File: config.mk
export PLATFORM = sky130hd
export DESIGN_NAME = ordered_list_engine
export DESIGN_NICKNAME = d
export VERILOG_FILES = /design/src/rtl/olist_pkg.sv /design/src/rtl/olist_slot_mem.sv /design/src/rtl/olist_alloc.sv /design/src/rtl/ordered_list_engine.sv
export SDC_FILE = /design/constraint.sdc
export NUM_CORES = 2
export LEC_CHECK = 0
export BUFFER_PORTS_ARGS = -buffer_cell sky130_fd_sc_hd__buf_2
export CORE_UTILIZATION = 45
export CTS_CLUSTER_SIZE = 12
export DETAILED_ROUTE_END_ITERATION = 16
export PLACE_DENSITY = 0.67
export SLEW_MARGIN = 15
export SYNTH_ARGS = -nofsm -noshare
export SYNTH_HDL_FRONTEND = slang
export SYNTH_SLANG_ARGS = --single-unit
File: constraint.sdc
create_clock -name clk -period 11.85 [get_ports clk]
set_input_delay 2.37 -clock clk [delete_from_list [all_inputs] [get_ports clk]]
set_output_delay 2.37 -clock clk [all_outputs]
set_load 0.02 [all_outputs]
File: src/rtl/olist_pkg.sv
// Shared types and constants for the ordered list engine.
package olist_pkg;

  localparam int CAPACITY = 32;
  localparam int SLOT_W   = (CAPACITY > 1) ? $clog2(CAPACITY) : 1;
  localparam int COUNT_W  = $clog2(CAPACITY + 1);
  localparam int VALUE_W  = 32;
  localparam int ENTRY_W  = 6;
  localparam int OUT_W    = 8;

  typedef enum logic [1:0] {
    CMD_INS_FRONT = 2'd0,
    CMD_INS_BACK  = 2'd1,
    CMD_REMOVE    = 2'd2,
    CMD_FIND      = 2'd3
  } cmd_t;

  // Write strobes for the three slot arrays; each array takes one write a cycle.
  typedef struct packed {
    logic               value_we;
    logic [SLOT_W-1:0]  value_addr;
    logic [VALUE_W-1:0] value_data;
    logic               next_we;
    logic [SLOT_W-1:0]  next_addr;
    logic [SLOT_W-1:0]  next_data;
    logic               prev_we;
    logic [SLOT_W-1:0]  prev_addr;
    logic [SLOT_W-1:0]  prev_data;
  } slot_wr_t;

  // Mark or release one slot in the occupancy flags.
  typedef struct packed {
    logic              set_en;
    logic              clr_en;
    logic [SLOT_W-1:0] slot;
  } alloc_ctl_t;

endpackage

File: src/rtl/olist_slot_mem.sv
// Slot storage: value, next link and prev link arrays with registered read.
module olist_slot_mem (
  input  logic                              clk,
  input  olist_pkg::slot_wr_t               wr,
  input  logic                              rd_en,
  input  logic [olist_pkg::SLOT_W-1:0]      rd_addr,
  output logic [olist_pkg::VALUE_W-1:0]     rd_value,
  output logic [olist_pkg::SLOT_W-1:0]      rd_next,
  output logic [olist_pkg::SLOT_W-1:0]      rd_prev
);
  import olist_pkg::*;

  logic [VALUE_W-1:0] value_mem [CAPACITY];
  logic [SLOT_W-1:0]  next_mem  [CAPACITY];
  logic [SLOT_W-1:0]  prev_mem  [CAPACITY];

  always_ff @(posedge clk) begin
    if (wr.value_we) begin
      value_mem[wr.value_addr] <= wr.value_data;
    end
    if (wr.next_we) begin
      next_mem[wr.next_addr] <= wr.next_data;
    end
    if (wr.prev_we) begin
      prev_mem[wr.prev_addr] <= wr.prev_data;
    end
  end

  // Hold read data while rd_en is low.
  always_ff @(posedge clk) begin
    if (rd_en) begin
      rd_value <= value_mem[rd_addr];
      rd_next  <= next_mem[rd_addr];
      rd_prev  <= prev_mem[rd_addr];
    end
  end

endmodule

File: src/rtl/olist_alloc.sv
// Slot occupancy flags and lowest-free-slot finder.
module olist_alloc (
  input  logic                         clk,
  input  logic                         rst,
  input  olist_pkg::alloc_ctl_t        ctl,
  output logic [olist_pkg::SLOT_W-1:0] free_slot
);
  import olist_pkg::*;

  logic [CAPACITY-1:0] used;
  logic [SLOT_W-1:0]   lowest_free;

  always_ff @(posedge clk) begin
    if (rst) begin
      used <= '0;
    end else begin
      if (ctl.set_en) begin
        used[ctl.slot] <= 1'b1;
      end
      if (ctl.clr_en) begin
        used[ctl.slot] <= 1'b0;
      end
    end
  end

  // Scan downwards so the lowest free index wins.
  always_comb begin
    lowest_free = '0;
    for (int i = CAPACITY - 1; i >= 0; i--) begin
      if (!used[i]) begin
        lowest_free = SLOT_W'(i);
      end
    end
  end

  // Register the result; the flags change before the finish step, ahead of the next word being taken.
  always_ff @(posedge clk) begin
    free_slot <= lowest_free;
  end

endmodule

File: src/rtl/ordered_list_engine.sv
// Ordered list engine: a circular doubly linked list of signed values in a slot pool.
// Usage
//   Input stream (s_axis_*): one word per command. tuser carries the command
//   (insert front, insert back, remove first match, find), tdata the signed
//   32-bit value. A word is taken when tvalid and tready are both high.
//   Output stream (m_axis_*): exactly one word per command, in order:
//   found, full_reject and the entry count after the command.
// Sequence
//   A rejected insert, or a remove/find on an empty list, goes straight to the
//   finish step. An insert writes the new slot, closes the ring unless the list
//   was empty, then finishes. Remove and find walk the list from the front one
//   entry per cycle through the single registered read port of the slot memory
//   and the one shared value comparator, stopping at the first hit or after
//   count entries; a remove that hits then unlinks the entry before finishing.
//   tready is high only while the sequencer is idle.
// Reset
//   Synchronous, active high: list empty, all slots free, output word dropped.
//   Slot contents are not cleared; only slots in use are ever read.
// Back-pressure
//   The result sits in an output register; a new command is taken while it
//   waits, but the next result holds its final step until the old one leaves.
module ordered_list_engine (
  input  logic                            clk,
  input  logic                            rst,
  input  logic                            s_axis_tvalid,
  output logic                            s_axis_tready,
  input  logic [olist_pkg::VALUE_W-1:0]   s_axis_tdata,   // [31:0] value (signed)
  input  olist_pkg::cmd_t                 s_axis_tuser,   // [1:0] command
  output logic                            m_axis_tvalid,
  input  logic                            m_axis_tready,
  output logic [olist_pkg::OUT_W-1:0]     m_axis_tdata    // [0] found, [1] full_reject, [7:2] entry_count
);
  import olist_pkg::*;

  typedef enum logic [5:0] {
    ST_IDLE   = 6'b000001,
    ST_INS_A  = 6'b000010,
    ST_INS_B  = 6'b000100,
    ST_WALK   = 6'b001000,
    ST_UNLINK = 6'b010000,
    ST_FINISH = 6'b100000
  } state_t;

  state_t                    state;
  cmd_t                      cmd_q;
  logic signed [VALUE_W-1:0] value_q;
  logic [SLOT_W-1:0]         cur_slot;
  logic [SLOT_W-1:0]         front;
  logic [SLOT_W-1:0]         back;
  logic [COUNT_W-1:0]        count;
  logic [COUNT_W-1:0]        walk_left;
  logic                      found_q;
  logic                      reject_q;

  logic                      accept;
  logic                      is_insert;
  logic                      hit;
  logic                      out_load;
  logic                      rd_en;
  logic [SLOT_W-1:0]         rd_addr;
  logic [VALUE_W-1:0]        rd_value;
  logic [SLOT_W-1:0]         rd_next;
  logic [SLOT_W-1:0]         rd_prev;
  logic [SLOT_W-1:0]         free_slot;
  slot_wr_t                  wr;
  alloc_ctl_t                alloc_ctl;

  assign s_axis_tready = (state == ST_IDLE);
  assign accept        = s_axis_tvalid && s_axis_tready;
  assign is_insert     = (s_axis_tuser == CMD_INS_FRONT) || (s_axis_tuser == CMD_INS_BACK);

  // Shared comparator: entry under the walk pointer against the command value.
  assign hit = (rd_value == value_q);

  // Load the output word in the final step once the output register is free.
  assign out_load = (state == ST_FINISH) && (!m_axis_tvalid || m_axis_tready);

  olist_slot_mem u_mem (
    .clk      (clk),
    .wr       (wr),
    .rd_en    (rd_en),
    .rd_addr  (rd_addr),
    .rd_value (rd_value),
    .rd_next  (rd_next),
    .rd_prev  (rd_prev)
  );

  olist_alloc u_alloc (
    .clk       (clk),
    .rst       (rst),
    .ctl       (alloc_ctl),
    .free_slot (free_slot)
  );

  // Read port: start the walk at the front, then follow next links.
  always_comb begin
    rd_en   = 1'b0;
    rd_addr = front;
    if (accept && !is_insert && (count != '0)) begin
      rd_en   = 1'b1;
      rd_addr = front;
    end else if ((state == ST_WALK) && !hit && (walk_left != COUNT_W'(1))) begin
      rd_en   = 1'b1;
      rd_addr = rd_next;
    end
  end

  // Memory writes and occupancy updates for link and unlink steps.
  always_comb begin
    wr        = '0;
    alloc_ctl = '0;
    unique case (state)
      ST_INS_A: begin
        wr.value_we   = 1'b1;
        wr.value_addr = cur_slot;
        wr.value_data = value_q;
        wr.next_we    = 1'b1;
        wr.next_addr  = cur_slot;
        wr.next_data  = (count == '0) ? cur_slot : front;
        wr.prev_we    = 1'b1;
        wr.prev_addr  = cur_slot;
        wr.prev_data  = (count == '0) ? cur_slot : back;
        alloc_ctl.set_en = 1'b1;
        alloc_ctl.slot   = cur_slot;
      end
      ST_INS_B: begin
        // Close the ring around the new slot.
        wr.prev_we   = 1'b1;
        wr.prev_addr = front;
        wr.prev_data = cur_slot;
        wr.next_we   = 1'b1;
        wr.next_addr = back;
        wr.next_data = cur_slot;
      end
      ST_UNLINK: begin
        alloc_ctl.clr_en = 1'b1;
        alloc_ctl.slot   = cur_slot;
        if (count > COUNT_W'(1)) begin
          wr.next_we   = 1'b1;
          wr.next_addr = rd_prev;
          wr.next_data = rd_next;
          wr.prev_we   = 1'b1;
          wr.prev_addr = rd_next;
          wr.prev_data = rd_prev;
        end
      end
      default: begin
      end
    endcase
  end

  // Sequencer.
  always_ff @(posedge clk) begin
    if (rst) begin
      state         <= ST_IDLE;
      front         <= '0;
      back          <= '0;
      count         <= '0;
    end else begin
      unique case (state)
        ST_IDLE: begin
          if (accept) begin
            cmd_q     <= s_axis_tuser;
            value_q   <= s_axis_tdata;
            found_q   <= 1'b0;
            reject_q  <= 1'b0;
            walk_left <= count;
            if (is_insert) begin
              cur_slot <= free_slot;
              if (count >= COUNT_W'(CAPACITY)) begin
                reject_q <= 1'b1;
                state    <= ST_FINISH;
              end else begin
                state <= ST_INS_A;
              end
            end else begin
              cur_slot <= front;
              state    <= (count == '0) ? ST_FINISH : ST_WALK;
            end
          end
        end
        ST_INS_A: begin
          if (count == '0) begin
            front <= cur_slot;
            back  <= cur_slot;
            count <= count + COUNT_W'(1);
            state <= ST_FINISH;
          end else begin
            state <= ST_INS_B;
          end
        end
        ST_INS_B: begin
          if (cmd_q == CMD_INS_FRONT) begin
            front <= cur_slot;
          end else begin
            back <= cur_slot;
          end
          count <= count + COUNT_W'(1);
          state <= ST_FINISH;
        end
        ST_WALK: begin
          if (hit) begin
            found_q <= 1'b1;
            state   <= (cmd_q == CMD_REMOVE) ? ST_UNLINK : ST_FINISH;
          end else if (walk_left == COUNT_W'(1)) begin
            state <= ST_FINISH;
          end else begin
            walk_left <= walk_left - COUNT_W'(1);
            cur_slot  <= rd_next;
          end
        end
        ST_UNLINK: begin
          if (count <= COUNT_W'(1)) begin
            count <= '0;
            front <= '0;
            back  <= '0;
          end else begin
            if (cur_slot == front) begin
              front <= rd_next;
            end
            if (cur_slot == back) begin
              back <= rd_prev;
            end
            count <= count - COUNT_W'(1);
          end
          state <= ST_FINISH;
        end
        ST_FINISH: begin
          // Hold until the output register is free.
          if (out_load) begin
            state <= ST_IDLE;
          end
        end
        default: begin
          state <= ST_IDLE;
        end
      endcase
    end
  end

  // Output valid: raise on a load, drop once the word is taken.
  always_ff @(posedge clk) begin
    if (rst) begin
      m_axis_tvalid <= 1'b0;
    end else if (out_load) begin
      m_axis_tvalid <= 1'b1;
    end else if (m_axis_tready) begin
      m_axis_tvalid <= 1'b0;
    end
  end

  // Output payload; loaded alongside m_axis_tvalid.
  always_ff @(posedge clk) begin
    if (out_load) begin
      m_axis_tdata <= {ENTRY_W'(count), reject_q, found_q};
    end
  end

endmodule
==> results.sh <==
export IMPL_cts_resized=0
export IMPL_mostFrequentLayoutCell="edfxtp_1"
export IMPL_synth_cell_area_um2=59700
export IMPL_clk_pin_slew_ns=0.06
export IMPL_final_nets=4506
export IMPL_start_util_pct=45.4
export IMPL_area_delta_synth_final_pct=11.0
export IMPL_fin_tns_setup_ns=0
export IMPL_crit_type="flop to flop"
export IMPL_post_route_cell_area_um2=66300
export IMPL_grt_use_total_pct=23.9
export IMPL_ant_nets=0
export IMPL_critPathLaunchType="flop"
export IMPL_clk_latency_ns=0.79
export IMPL_hp_class="flop to flop"
export IMPL_timing_hold_ws_ns=0.477
export IMPL_cts_sinks=1501
export IMPL_die_area_um2=134000
export IMPL_setup_ws_ns=5.61
export IMPL_syn_instance_count=4473
export IMPL_synth_fp_nets=4516
export IMPL_r2r_worst_path_cells=12
export IMPL_ios=48
export IMPL_viasPerCell=5.97
export IMPL_min_to="m_axis_tdata[1]"
export IMPL_period_share_pct=52.7
export IMPL_drive_gt1_share_pct=8.85
export IMPL_synth_compound_area_share_pct=8.73
export IMPL_ys_seq_area_share_pct=74.5
export IMPL_r2r_start="value_q[0]"
export IMPL_clockRootBuffer="clkbuf_16"
export IMPL_vias=37500
export IMPL_antenna_found_initial=8
export IMPL_synth_fa_ha_area_share_pct=0.105
export IMPL_max_stage_delay_ns=0.92
export IMPL_crit_path_top_delay_cell="nor4_2"
export IMPL_cts_max_path_buffers=3
export IMPL_finalMaxSlewViolations=0
export IMPL_synth_edf_count=1441
export IMPL_wl_per_cell_um=25.9
export IMPL_hp_start="reject_q"
export IMPL_synthMuxAreaShare_pct=1.71
export IMPL_grt_pass1_vias=35700
export IMPL_period_minus_slack_ns=6.24
export IMPL_place_congestion=0.833
export IMPL_first_iter_violations=5620
export IMPL_synth_area_per_cell_um2=13.4
export IMPL_maxCapViolations=0
export IMPL_reg2reg_slack_ns=5.61
export IMPL_ys_ff_latch=1501
export IMPL_preCtsSetupSlack_ns=5.72
export IMPL_layout_common_cells="edfxtp_1, nor2_1, nand2_1"
export IMPL_worstPathCellList="xnor2_1 -> nand4_1 -> nor4_2 -> a21boi_4 -> mux2i_4 -> buf_12 -> buf_4 -> buf_4 -> nand2_1 -> a32oi_1 -> a31oi_1 -> a2111oi_2"
export IMPL_rows=133
export IMPL_status="complete, no violations"
export IMPL_core_area_um2=132000
export IMPL_grt_pass1_wl_mm=237
export IMPL_critPathMaxFanout=158
export IMPL_timing_rr_end="u_mem.rd_value[27]"
export IMPL_worst_path_most_repeated_cell="buf_4"
export IMPL_die_x_um=366
export IMPL_cts_buffers=149
export IMPL_grt_max_degree=205
export IMPL_p_per_area_nw_per_um2=157
export IMPL_crit_required_ns=12.43
export IMPL_h_tree_depth=4
export IMPL_worst_endpoint_arrival_ns=6.82
export IMPL_yosysWarningCount=0
export IMPL_hold_violations=0
export IMPL_relSlewSlack_pct=21.4
export IMPL_placed_cell_area_um2=61900
export IMPL_leakagePower_uw=0.0187
export IMPL_grt_setup_unrepaired="false"
export IMPL_synth_top_family_by_area="simple AND/OR/NAND/NOR gates"
export IMPL_fin_skew_ns=0.0293
export IMPL_yosysUniqueCellTypes=56
export IMPL_fmax_mhz=160
export IMPL_synth_main_ff_cell="edfxtp_1"
export IMPL_cts_hold_buf=0
export IMPL_cts_tree="done"
export IMPL_whs_path_depth=0
export IMPL_firstDrtPassIters=8
export IMPL_place_port_buffers=47
export IMPL_grt_ovfl_total=0
export IMPL_routed_wl_mm=163
export IMPL_dp_hpwl_mm=78.9
export IMPL_synth_simple_area_share_pct=12.1
export IMPL_vdd_ir_drop_worst_v=0.000157
export IMPL_drc_errors=0
export IMPL_end_kind="flop"
export IMPL_synth_xor_area_share_pct=0.675
export IMPL_cts_setup_buffers=0
export IMPL_worst_pin_slew_ns=1.17
export IMPL_ys_async_sr_fraction_pct=0
export IMPL_die_h_um=366
export IMPL_setup_viol=0
metrics by stage:
step / instances / utilization (%) / power (uW)
4_1_cts: 6286 / 50.3 / 10500
3_5_place_dp: 6067 / 47.1 / 6170
6_report: 6289 / 50.3 / 10400
2_1_floorplan: 4473 / - / 6070
5_1_grt: 6287 / 50.3 / 10700
3_3_place_gp: 6067 / 47.1 / 6160
area by class of cell:
class                           count  area, um^2
Tap cell                         1755        2200
Clock inverter                     28         303
Multi-Input combinational cell   2674       14400
Inverter                           17        63.8
Fill cell                       11000       65400
Sequential cell                  1501       44500
Timing Repair Buffer              120         837
Antenna cell                        3        7.51
Clock buffer                      191        4010
worst max-delay path: cells and delay by family, from the launching register on:
family          cells  cell delay, ns
simple gates        3            1.35
xor+xnor            1            0.52
buf+inv             3            1.91
flops               1            0.41
compound gates      4            1.11
mux                 1            0.52
per-layer routing:
metal	track usage, %	up-vias	share of wire [%]
met5	0	-	0.030
met4	8.70	8	3.4
met3	3.81	354	9.7
met2	38.4	1920	48
met1	33.0	18700	39
li1	-	16500	-
registers in the layout, indices dropped and copies added, names as in the netlist, 2 cells and up:
name / count
u_alloc.used: 32
back: 5
walk_left: 6
u_mem.prev_mem: 160
cur_slot: 5
u_mem.next_mem: 160
u_mem.rd_value: 32
value_q: 32
u_mem.rd_prev: 5
state: 6
u_mem.rd_next: 5
u_alloc.free_slot: 5
cmd_q: 2
m_axis_tdata: 8
u_mem.value_mem: 1024
count: 6
front: 5
where the power goes:
part / internal, uW / switching, uW
Clock: 2450 / 1910
Sequential: 5780 / 21.7
Combinational: 69.0 / 191
cells in the mapped netlist, types with 3 or more instances:
cell       number  area [um^2]
a221oi_1        7         61.3
xnor2_1        38          333
o211ai_1        9         67.6
o21a_1          4         30.0
a32oi_1        85          744
nor3_1         17         85.1
and3_1          3         18.8
nand4_1        57          357
buf_6           6         67.6
nand2_1       573         2150
nor2_1        825         3100
mux2i_1       101         1010
a211oi_1       34          255
or3_1           7         43.8
a221o_1        10          100
inv_1          16         60.1
clkbuf_1      165          619
o31ai_1         4         30.0
a21oi_1        45          225
buf_2          74          370
nand3b_1        5         37.5
a31oi_1        94          588
nand3_1       177          886
o21ai_0       379         1900
buf_4          15          113
buf_8           3         45.0
nor2b_1         7         43.8
o211a_1         5         50.1
xor2_1          8         70.1
nand2b_1        7         43.8
edfxtp_1     1441        43300
dfxtp_1        60         1200
and2_1         38          238
nor3b_1         7         52.6
a2111oi_2      42          631
nor4_2          3         37.5
and2_0          3         18.8
a22oi_1        11         82.6
nor4_1          5         31.3
buf_1          18         67.6
a41oi_1        43          377
ha_1            5         62.6
how the worst max path moves through the flow:
stage / startpoint / endpoint / cells after the start
2_1_floorplan: s_axis_tuser[1] / u_mem.rd_next[0] / 3
3_3_place_gp: value_q[0] / u_mem.rd_value[16] / 11
5_1_grt: value_q[0] / u_mem.rd_value[16] / 12
6_report: value_q[0] / u_mem.rd_value[27] / 12
3_5_place_dp: value_q[0] / u_mem.rd_value[30] / 11
4_1_cts: value_q[0] / u_mem.rd_value[30] / 11
cell families (layout without fill, tap and decap cells):
| logic type | count (synthesis) | after routing |
|---|---|---|
| other cells | 0 | 3 |
| xor+xnor | 46 | 46 |
| simple gates | 1741 | 1741 |
| flops | 1501 | 1501 |
| buf+inv | 298 | 356 |
| mux | 102 | 102 |
| compound gates | 780 | 780 |
| fa+ha+maj | 5 | 5 |
(Power assumes the default switching activity.)
